===== src/hdl/assert_macros.svh =====
// assertion macros for the rtl files
// no dependencies; expects a clock and a synchronous reset at the use site
`ifndef ASSERT_MACROS_SVH
`define ASSERT_MACROS_SVH

// antecedent holds -> consequent in the same cycle
`define ASSERT_SAME(label, clk, rst, ante, cons, msg) \
  label: assert property (@(posedge clk) disable iff (rst) (ante) |-> (cons)) \
    else $error(msg);

// antecedent holds -> consequent in the next cycle
`define ASSERT_NEXT(label, clk, rst, ante, cons, msg) \
  label: assert property (@(posedge clk) disable iff (rst) (ante) |=> (cons)) \
    else $error(msg);

`endif


===== src/hdl/fplog_pkg.sv =====
// constants and helpers for the fixed-point logarithm unit
// no dependencies
`timescale 1ns / 1ps
`default_nettype none

package fplog_pkg;

  localparam int FRAC    = 10;
  localparam int X_W     = 32;
  localparam int MODE_W  = 2;
  localparam int RES_W   = 16;
  localparam int N_W     = 5;
  localparam int M_W     = 10;
  localparam int L2_W    = 17;
  localparam int RECIP_SHIFT = 24;
  localparam int RECIP_W = 24;
  localparam int DIV_W   = 12;

  localparam logic [MODE_W-1:0] MODE_LOG2  = 2'd0;
  localparam logic [MODE_W-1:0] MODE_LN    = 2'd1;
  localparam logic [MODE_W-1:0] MODE_LOG10 = 2'd2;

  localparam logic [14:0] POLY_C1 = 15'd28610;
  localparam logic [15:0] POLY_C2 = 16'd60718;
  localparam logic [15:0] POLY_C3 = 16'd59463;
  localparam logic [14:0] POLY_C4 = 15'd21202;
  localparam int          LOG2_OFFSET = 6163;

  localparam logic [DIV_W-1:0] LN_DIV    = 12'd1477;
  localparam logic [DIV_W-1:0] LOG10_DIV = 12'd3401;

  localparam logic [RECIP_W-1:0] LN_RECIP =
    RECIP_W'((64'd1 << (RECIP_SHIFT + FRAC)) / LN_DIV);
  localparam logic [RECIP_W-1:0] LOG10_RECIP =
    RECIP_W'((64'd1 << (RECIP_SHIFT + FRAC)) / LOG10_DIV);

  function automatic logic [RECIP_W-1:0] recip_sel(input logic [MODE_W-1:0] md);
    logic [RECIP_W-1:0] r;
    case (md)
      MODE_LN:    r = LN_RECIP;
      MODE_LOG10: r = LOG10_RECIP;
      default:    r = '0;
    endcase
    return r;
  endfunction

  function automatic logic [DIV_W-1:0] div_sel(input logic [MODE_W-1:0] md);
    logic [DIV_W-1:0] d;
    case (md)
      MODE_LN:    d = LN_DIV;
      MODE_LOG10: d = LOG10_DIV;
      default:    d = '0;
    endcase
    return d;
  endfunction

  function automatic logic signed [RES_W-1:0] sat_res(input logic signed [RES_W+1:0] v);
    logic signed [RES_W-1:0] r;
    if (v > 18'sd32767) begin
      r = 16'sh7fff;
    end else if (v < -18'sd32768) begin
      r = 16'sh8000;
    end else begin
      r = v[RES_W-1:0];
    end
    return r;
  endfunction

endpackage

`default_nettype wire


===== src/hdl/fixed_point_logarithm_unit.sv =====
// fixed-point log2 / ln / log10 unit, eight register stages
// depends on fplog_pkg and assert_macros.svh
//
//  channel | signals                          | direction
//  in      | in_valid, in_stall, x_raw, mode  | operand beat in
//  out     | out_valid, out_stall, result_raw,| result beat out
//          | invalid                          |
//
// an accepted beat passes every stage to out_valid; one beat per cycle while out_stall is low
// the stages: leading-one search, normalize, square, fourth power and products,
// poly products, log2 sum, reciprocal multiply, remainder fix-up and output
// rst clears the stage valid bits only
// stages with no beat fill in under a stall; in_stall rises only when all are full
`timescale 1ns / 1ps
`default_nettype none

module fixed_point_logarithm_unit (
  input  wire logic                               clk,
  input  wire logic                               rst,
  input  wire logic                               in_valid,
  output logic                                    in_stall,
  input  wire logic signed [fplog_pkg::X_W-1:0]   x_raw,
  input  wire logic [fplog_pkg::MODE_W-1:0]       mode,
  output logic                                    out_valid,
  input  wire logic                               out_stall,
  output logic signed [fplog_pkg::RES_W-1:0]      result_raw,
  output logic                                    invalid
);

  import fplog_pkg::*;

  localparam int NSTG = 8;

  logic [NSTG:1] vld;
  logic [NSTG:1] adv;

  // stage 1
  logic              inv_s1;
  logic [MODE_W-1:0] mode_s1;
  logic [X_W-2:0]    x_s1;
  logic [N_W-1:0]    n_s1;
  // stage 2
  logic              inv_s2;
  logic [MODE_W-1:0] mode_s2;
  logic [N_W-1:0]    n_s2;
  logic [M_W-1:0]    m_s2;
  // stage 3
  logic              inv_s3;
  logic [MODE_W-1:0] mode_s3;
  logic [N_W-1:0]    n_s3;
  logic [M_W-1:0]    m_s3;
  logic [M_W-1:0]    sq_s3;
  logic [24:0]       t1_s3;
  // stage 4
  logic              inv_s4;
  logic [MODE_W-1:0] mode_s4;
  logic [N_W-1:0]    n_s4;
  logic [M_W-1:0]    m_s4;
  logic [24:0]       t1_s4;
  logic [25:0]       t2_s4;
  logic [15:0]       c3_s4;
  logic [M_W-1:0]    m4_s4;
  // stage 5
  logic              inv_s5;
  logic [MODE_W-1:0] mode_s5;
  logic [N_W-1:0]    n_s5;
  logic signed [26:0] a_s5;
  logic [25:0]       b_s5;
  logic [24:0]       c_s5;
  // stage 6
  logic              inv_s6;
  logic [MODE_W-1:0] mode_s6;
  logic signed [L2_W-1:0] l2_s6;
  // stage 7
  logic              inv_s7;
  logic [MODE_W-1:0] mode_s7;
  logic signed [L2_W-1:0] l2_s7;
  logic              neg_s7;
  logic [L2_W-2:0]   ab_s7;
  logic [15:0]       q0_s7;

  // combinational
  logic [N_W-1:0]    n_next;
  logic              inv_next;
  logic [X_W+FRAC-2:0] norm;
  logic [2*M_W-1:0]  sq_full;
  logic [2*M_W-1:0]  m4_full;
  logic [31:0]       c3_full;
  logic signed [28:0] p_sum;
  logic signed [19:0] ex;
  logic signed [19:0] l2_full;
  logic [L2_W-2:0]   ab_next;
  logic [RECIP_W+L2_W-2:0] rprod;
  logic [27:0]       qd;
  logic [27:0]       rem;
  logic [15:0]       q1;
  logic signed [RES_W+1:0] quot;
  logic signed [RES_W+1:0] pick;
  logic signed [RES_W-1:0] res_next;

  always_comb begin
    adv[NSTG] = !vld[NSTG] || !out_stall;
    for (int k = NSTG - 1; k >= 1; k--) begin
      adv[k] = !vld[k] || adv[k+1];
    end
  end

  assign in_stall  = !adv[1];
  assign out_valid = vld[NSTG];

  always_ff @(posedge clk) begin
    if (rst) begin
      vld <= '0;
    end else begin
      if (adv[1]) vld[1] <= in_valid;
      for (int k = 2; k <= NSTG; k++) begin
        if (adv[k]) vld[k] <= vld[k-1];
      end
    end
  end

  // leading one
  always_comb begin
    inv_next = (x_raw == '0) || x_raw[X_W-1];
    n_next   = N_W'(1);
    for (int i = 0; i < X_W - 1; i++) begin
      if (x_raw[i]) n_next = N_W'(i + 1);
    end
  end

  always_comb begin
    norm     = {x_s1, {FRAC{1'b0}}} >> n_s1;
    sq_full  = m_s2 * m_s2;
    m4_full  = sq_s3 * sq_s3;
    c3_full  = POLY_C3 * sq_s3;
    p_sum    = 29'(a_s5) + $signed({3'b000, b_s5}) - $signed({4'b0000, c_s5});
    ex       = $signed({15'd0, n_s5}) - 20'sd10;
    l2_full  = (ex <<< FRAC) - 20'(LOG2_OFFSET) + 20'(p_sum[28:FRAC]);
    ab_next  = l2_s6[L2_W-1] ? (L2_W-1)'(-l2_s6) : l2_s6[L2_W-2:0];
    rprod    = ab_next * recip_sel(mode_s6);
  end

  // remainder fix-up and output select
  always_comb begin
    qd   = q0_s7 * div_sel(mode_s7);
    rem  = {2'b00, ab_s7, {FRAC{1'b0}}} - qd;
    q1   = (rem >= {16'd0, div_sel(mode_s7)}) ? q0_s7 + 16'd1 : q0_s7;
    quot = neg_s7 ? -$signed({2'b00, q1}) : $signed({2'b00, q1});
    case (mode_s7)
      MODE_LN:    pick = quot;
      MODE_LOG10: pick = quot;
      default:    pick = 18'(l2_s7);
    endcase
    res_next = inv_s7 ? '0 : sat_res(pick);
  end

  always_ff @(posedge clk) begin
    if (adv[1]) begin
      inv_s1  <= inv_next;
      mode_s1 <= mode;
      x_s1    <= x_raw[X_W-2:0];
      n_s1    <= n_next;
    end
    if (adv[2]) begin
      inv_s2  <= inv_s1;
      mode_s2 <= mode_s1;
      n_s2    <= n_s1;
      m_s2    <= norm[M_W-1:0];
    end
    if (adv[3]) begin
      inv_s3  <= inv_s2;
      mode_s3 <= mode_s2;
      n_s3    <= n_s2;
      m_s3    <= m_s2;
      sq_s3   <= sq_full[2*M_W-1:FRAC];
      t1_s3   <= POLY_C1 * m_s2;
    end
    if (adv[4]) begin
      inv_s4  <= inv_s3;
      mode_s4 <= mode_s3;
      n_s4    <= n_s3;
      m_s4    <= m_s3;
      t1_s4   <= t1_s3;
      t2_s4   <= POLY_C2 * sq_s3;
      c3_s4   <= c3_full[25:FRAC];
      m4_s4   <= m4_full[2*M_W-1:FRAC];
    end
    if (adv[5]) begin
      inv_s5  <= inv_s4;
      mode_s5 <= mode_s4;
      n_s5    <= n_s4;
      a_s5    <= $signed({2'b00, t1_s4}) - $signed({1'b0, t2_s4});
      b_s5    <= c3_s4 * m_s4;
      c_s5    <= POLY_C4 * m4_s4;
    end
    if (adv[6]) begin
      inv_s6  <= inv_s5;
      mode_s6 <= mode_s5;
      l2_s6   <= l2_full[L2_W-1:0];
    end
    if (adv[7]) begin
      inv_s7  <= inv_s6;
      mode_s7 <= mode_s6;
      l2_s7   <= l2_s6;
      neg_s7  <= l2_s6[L2_W-1];
      ab_s7   <= ab_next;
      q0_s7   <= rprod[RECIP_W+L2_W-2:RECIP_SHIFT];
    end
    if (adv[8]) begin
      result_raw <= res_next;
      invalid    <= inv_s7;
    end
  end

`include "assert_macros.svh"

  `ASSERT_SAME(a_stall_full, clk, rst, in_stall, out_valid && out_stall, "stall with room")
  `ASSERT_SAME(a_norm_top, clk, rst, vld[2] && !inv_s2, m_s2[M_W-1], "mantissa not normalized")
  `ASSERT_SAME(a_l2_range, clk, rst, vld[7] && !inv_s7,
    l2_s7 >= -17'sd10300 && l2_s7 <= 17'sd23000, "log2 out of range")
  `ASSERT_SAME(a_inv_zero, clk, rst, out_valid && invalid, result_raw == '0, "invalid not zero")

endmodule

`default_nettype wire

===== config.mk =====
export PLATFORM = sky130hd
export DESIGN_NAME = fixed_point_logarithm_unit
export DESIGN_NICKNAME = d
export VERILOG_FILES = /design/src/hdl/fplog_pkg.sv /design/src/hdl/fixed_point_logarithm_unit.sv
export VERILOG_INCLUDE_DIRS = /design/src /design/src/hdl
export SDC_FILE = /design/constraint.sdc
export NUM_CORES = 2
export LEC_CHECK = 0
export BUFFER_PORTS_ARGS = -buffer_cell sky130_fd_sc_hd__buf_2
export CELL_PAD_IN_SITES_DETAIL_PLACEMENT = 2
export CELL_PAD_IN_SITES_GLOBAL_PLACEMENT = 2
export CORE_MARGIN = 1.5
export CORE_UTILIZATION = 40
export DETAILED_ROUTE_END_ITERATION = 16
export PLACE_DENSITY = 0.82
export SLEW_MARGIN = 20
export SYNTH_ARGS = -nofsm -noshare
export SYNTH_HDL_FRONTEND = slang
export SYNTH_SLANG_ARGS = --single-unit

===== constraint.sdc =====
create_clock -name clk -period 8.8 [get_ports clk]
set_input_delay 0.88 -clock clk [delete_from_list [all_inputs] [get_ports clk]]
set_output_delay 0.88 -clock clk [all_outputs]
set_load 0.02 [all_outputs]

* After elaboration in Yosys (flattened, before gate mapping)
Cells that the tools add are included.
** Word-level totals
- Bits in registers :: 385
- Bits of input ports :: 38
** Operators by class
- $add $sub $neg :: 10
- Multiply operators :: 9
- $lt $le $gt $ge :: 3
- Equal/unequal tests :: 4
- Shift operators :: 1
- Multiplexer cells :: 37
- Reductions and logical operators :: 26
** Operators by type and width (number)
- $mux 5 :: 13
- $mul 14x10->24 const A :: 2
- $mux 16 :: 3
- $pmux 24 s2 :: 1
- $shr 41x5->10 :: 1
- $mul 10x10->20 :: 2
- $mul 16x24->40 :: 1
- $mux 18 :: 2
- $logic_not 32->1 :: 1
- $mux 4 :: 8
- $ge 28x12->1 :: 1
- $mul 16x12->28 :: 1
- $sub 26x28->28 :: 1
- $add 27x27->27 :: 1
- $sub 25x26->27 :: 1
- $sub 27x26->27 :: 1
- $mul 16x10->26 :: 1
- $mul 16x10->26 const A :: 1
- $mul 15x10->25 const A :: 1
- $pmux 12 s2 :: 1
- $gt 18x16->1 const B :: 1
- $lt 18x16->1 const B :: 1
- $neg 16->18 :: 1
- $add 17x17->17 :: 1
- other kinds (16) :: 42

* Logic depth before layout (Yosys ltp)
- Depth after elaboration :: 29
- Depth in mapped cells :: 39
- Mapped depth without buffers :: 37

* Worst setup path after synthesis
OpenSTA, ideal clock, no wires.
- Kind :: reg-to-reg
- Start :: register mode_s7[1]
- End :: register result_raw[6] in the netlist's numbering (data pin)
- Library setup time :: 0.272 ns
- Data arrival time :: 8.413 ns
- Data required time :: 8.528 ns
- Slack :: 0.114 ns
- Stages on the path, launching flop included :: 38
- Path buffers :: 3
- Clock period less this slack :: 8.686 ns
- Cells stage by stage :: edfxtp_1 ha_1 clkbuf_1 inv_1 clkbuf_1 nand2_1 inv_1 ha_1 inv_1 ha_1 fa_1 fa_1 inv_1 fa_1 inv_1 ha_1 and2_1 a31o_2 [2 not listed] xnor2_1 ha_1 a21o_1 a211oi_1 o311ai_0 nor4_1 o211ai_1 a2111oi_0 o2111ai_1 o21ai_1 mux2_2 o32ai_1 and4_1 a41oi_2 and2b_1 a21oi_2 buf_6 a31oi_1
** On the way
- Longest elaborated chain between the ends :: 12
** RTL lines
- start: declaration :: line fixed_point_logarithm_unit.sv:76 : logic [MODE_W-1:0] mode_s7;
- start signal: assignment :: line fixed_point_logarithm_unit.sv:203 : mode_s7 <= mode_s6;
- $eq 2x2->1 or $eq 2x1->1 (tied branches) :: line fplog_pkg.sv:49, fixed_point_logarithm_unit.sv:149
- $pmux 12 s2 :: line fplog_pkg.sv:49 : case (md)
- $mul 16x12->28 :: line fixed_point_logarithm_unit.sv:145 : qd = q0_s7 * div_sel(mode_s7);
- $sub 26x28->28 :: line fixed_point_logarithm_unit.sv:146 : rem = {2'b00, ab_s7, {FRAC{1'b0}}} - qd;
- $ge 28x12->1 :: line fixed_point_logarithm_unit.sv:147 : q1 = (rem >= {16'd0, div_sel(mode_s7)}) ? q0_s7 + 16'd1 : q0_s7;
- $mux 16 :: line fixed_point_logarithm_unit.sv:147
- $neg 16->18 :: line fixed_point_logarithm_unit.sv:148 : quot = neg_s7 ? -$signed({2'b00, q1}) : $signed({2'b00, q1});
- $mux 18 :: line fixed_point_logarithm_unit.sv:148
- $mux 18 * :: line fixed_point_logarithm_unit.sv:149 : case (mode_s7)
- $lt 18x16->1 :: line fplog_pkg.sv:61 : end else if (v < -18'sd32768) begin
- $mux 16 :: line fplog_pkg.sv:61
- $mux 15 * :: line fplog_pkg.sv:59 : if (v > 18'sd32767) begin
- end signal: assignment :: line fixed_point_logarithm_unit.sv:210 : result_raw <= res_next;
- end: declaration :: line fixed_point_logarithm_unit.sv:26 : output logic signed [fplog_pkg::RES_W-1:0] result_raw,
Mark *: on every way between the ends. The rest lies on a longest branch, timed or not.
A chain may end at the register's enable or synchronous reset.

* Worst setup path in the final report
- Start :: register l2_s6[3]
- End :: register q0_s7[15] (data pin)
** On the way
- Longest elaborated chain between the ends :: 3
** RTL lines
- start: declaration :: line fixed_point_logarithm_unit.sv:73 : logic signed [L2_W-1:0] l2_s6;
- start signal: assignment :: line fixed_point_logarithm_unit.sv:199 : l2_s6 <= l2_full[L2_W-1:0];
- $neg 16->16 :: line fixed_point_logarithm_unit.sv:139 : ab_next = l2_s6[L2_W-1] ? (L2_W-1)'(-l2_s6) : l2_s6[L2_W-2:0];
- $mux 16 :: line fixed_point_logarithm_unit.sv:139
- net ab_next[15] :: line fixed_point_logarithm_unit.sv:92 : logic [L2_W-2:0] ab_next;
- $mul 16x24->40 :: line fixed_point_logarithm_unit.sv:140 : rprod = ab_next * recip_sel(mode_s6);
- net rprod[39] :: line fixed_point_logarithm_unit.sv:93 : logic [RECIP_W+L2_W-2:0] rprod;
- end signal: assignment :: line fixed_point_logarithm_unit.sv:207 : q0_s7 <= rprod[RECIP_W+L2_W-2:RECIP_SHIFT];
- end: declaration :: line fixed_point_logarithm_unit.sv:80 : logic [15:0] q0_s7;
The timed path passes the listed nets, and every way through them passes these cells.

==> metrics.txt <==
startpoint types register; CP max-delay cell fa_1; Main synth FF type edfxtp_1; unrepaired setup endpoints after global routing yes; Post-Syn Area 0.0506 mm²; CP endpoint kind register; CTS Buffer Depth 3; syn_nets 6414; Cell Count Post-Placement 6674; chip width 359 µm; Crit Path Category reg2reg; Hold Crit Class in2reg; CP arrival 9.04 ns; global-route wire length before repair 275000 µm; DRT Pass-1 Iters 7; htree depth 2; worst hold endpoint mode_s1[1]; Residual DRC 0; largest net degree at the start of global routing 65; FF-to-FF setup slack 0.14 ns; drt via density 5.46; top-count cell post-synth inv_1; Yosys cell types 88; GRT overflow 0; status finished, final reports clean; final slew viol count 0; WL/cell 26.7 µm; R2R depth 29; r2r startpoint l2_s6[3]; final wirelength 181000 µm; root buffer cell clkbuf_16; Post-synth EDFFs 363; input/output buffers 56; synth warn 0; # IOs 57; Synth Area per Inst 10.3 µm²; Die Y 359 µm; number of CTS-inserted buffers 48; Syn Inst Count 4922; die area 0.129 mm²; # Max-Cap Violations 0; # diodes 0; most frequent CP cell fa_1; clk sink count 371; detailed placer's ending HPWL 140000 µm; clock slew at reported path FFs 0.07 ns; worst hold stages 1; R2R Path End q0_s7[15]; core area 0.126 mm²; Row Count 130; Critical Path RT 9.18 ns; TNS Setup 0 ns; final net count 6591; Clock Skew 0.0385 ns; min-delay src mode[1]; hold slack 0.395 ns; worst rel slew slack 0.271; fin crit period 8.66 ns; final hold vios 0; initial antenna violation count 1; async set-or-reset flop fraction in the synthesized netlist 0; Final ANT Viol Nets 0; Worst Path Max Fanout 5; GRT Total Usage 0.283; Placer Congestion 0.906; Yosys top cell area share 0.271; leading area contributor after synthesis fa_1; Commonest cells post-synth 1212 x inv_1, 769 x ha_1, 685 x fa_1, 363 x edfxtp_1, 238 x nand2_1; synthesis-stage register bit count 371; Starting Density 0.403; final setup vio count 0; Seq/Total Area, Yosys 0.219; routed vias 37.1k; share of layout cells above drive strength 1 0.0861; slew at the pin closest to its max-slew limit 1.09 ns; Highest Clock Rate 0.115 GHz; Non-Filler Instances 6786; vias in the first global route 44.3k; 1st-iter DRT viols 1806; final period utilization 0.984; TritonCTS clock tree done; Worst-Skew Late Latency 0.66 ns; Synth area leaders fa_1 27%, edfxtp_1 22%, ha_1 19%; Max stage delay on crit path 0.61 ns; area growth from synthesis to layout 10.7%
-- how the worst max path moves through the flow --
stage,cells past startpoint,from,endpoint
final,29,l2_s6[3],q0_s7[15]
after global routing,37,mode_s7[0],result_raw[3]
after CTS,36,mode_s7[1],result_raw[3]
after detailed placement,32,l2_s6[4],q0_s7[15]
after global placement,32,l2_s6[3],q0_s7[15]
after floorplan,37,mode_s7[1],result_raw[6]
-- cells by family after synthesis --
kind of cell | share of synthesized area
AND/OR/NAND/NOR | 0.0890
flip-flops | 0.219
AO/OA/AOI/OAI | 0.0752
buffers and inverters | 0.0962
adder cells (fa/ha/maj) | 0.461
XOR/XNOR | 0.0439
multiplexers | 0.0159
-- cell type report --
| class | count | area, µm² |
|---|---|---|
| well taps | 1650 | 2060 |
| clock buffers | 56 | 1230 |
| clock inverters | 31 | 385 |
| repair buffers | 204 | 1460 |
| flip-flops and latches | 371 | 11100 |
| fillers | 13053 | 69500 |
| inverters | 1216 | 4580 |
| multi-input cells | 3258 | 35300 |
-- routing by layer --
layer / vias up / GRT usage / part of all wire
met1: 19421 / 0.316 / 0.37
li1: 16174 / - / -
met5: - / 0 / 0
met3: 480 / 0.0287 / 0.034
met2: 1001 / 0.532 / 0.53
met4: 0 / 0.141 / 0.062
-- critical path: cells and delay by family (launching register included) --
| family | cells | cell delay (ns) |
|---|---|---|
| adders and majority gates | 7 | 3.38 |
| and+or+nand+nor | 7 | 1.72 |
| AOI/OAI and AO/OA | 10 | 2.25 |
| xor gates and xnor gates | 2 | 0.28 |
| buffers and inverters | 3 | 0.36 |
| DFF | 1 | 0.43 |
-- metrics by stage --
step | worst slack [ns] | util | cell area (µm²)
finish | 0.141 | 0.446 | 56000
CTS | 0.000957 | 0.441 | 55300
detailed placement | -0.407 | 0.427 | 53600
global placement | 0.0977 | 0.427 | 53600
global route | -0.184 | 0.446 | 56000
floorplan | 0.114 | - | 50600
-- registers in the layout (all words and copies together), names as in the netlist, 17 cells and up --
register and flops:
t2_s4 25, x_s1 31, l2_s6 17, t1_s3 19, l2_s7 17, b_s5 25, c_s5 24, t1_s4 19
a_s5 26
-- placed cells by master (no fill, tap or decap), types with 97 or more instances in the layout --
master / n
xnor2_1: 180
ha_1: 753
and2_1: 139
nor2_1: 222
o21ai_0: 97
nand2_1: 227
a21oi_1: 157
inv_1: 1199
buf_4: 140
edfxtp_1: 363
fa_1: 682
-- timing repair --
action,4_1_cts,5_1_grt
pin swaps,4,35
hold buffers,0,0
buffers inserted,6,18
gates resized for setup,22,113
cloned,0,1
setup endpoints to repair,23,22
endpoints found under the hold margin,0,0
Power is left out: the tool's default activity adds up to more than one toggle a clock period on the data nets, which glitch-free logic cannot reach.
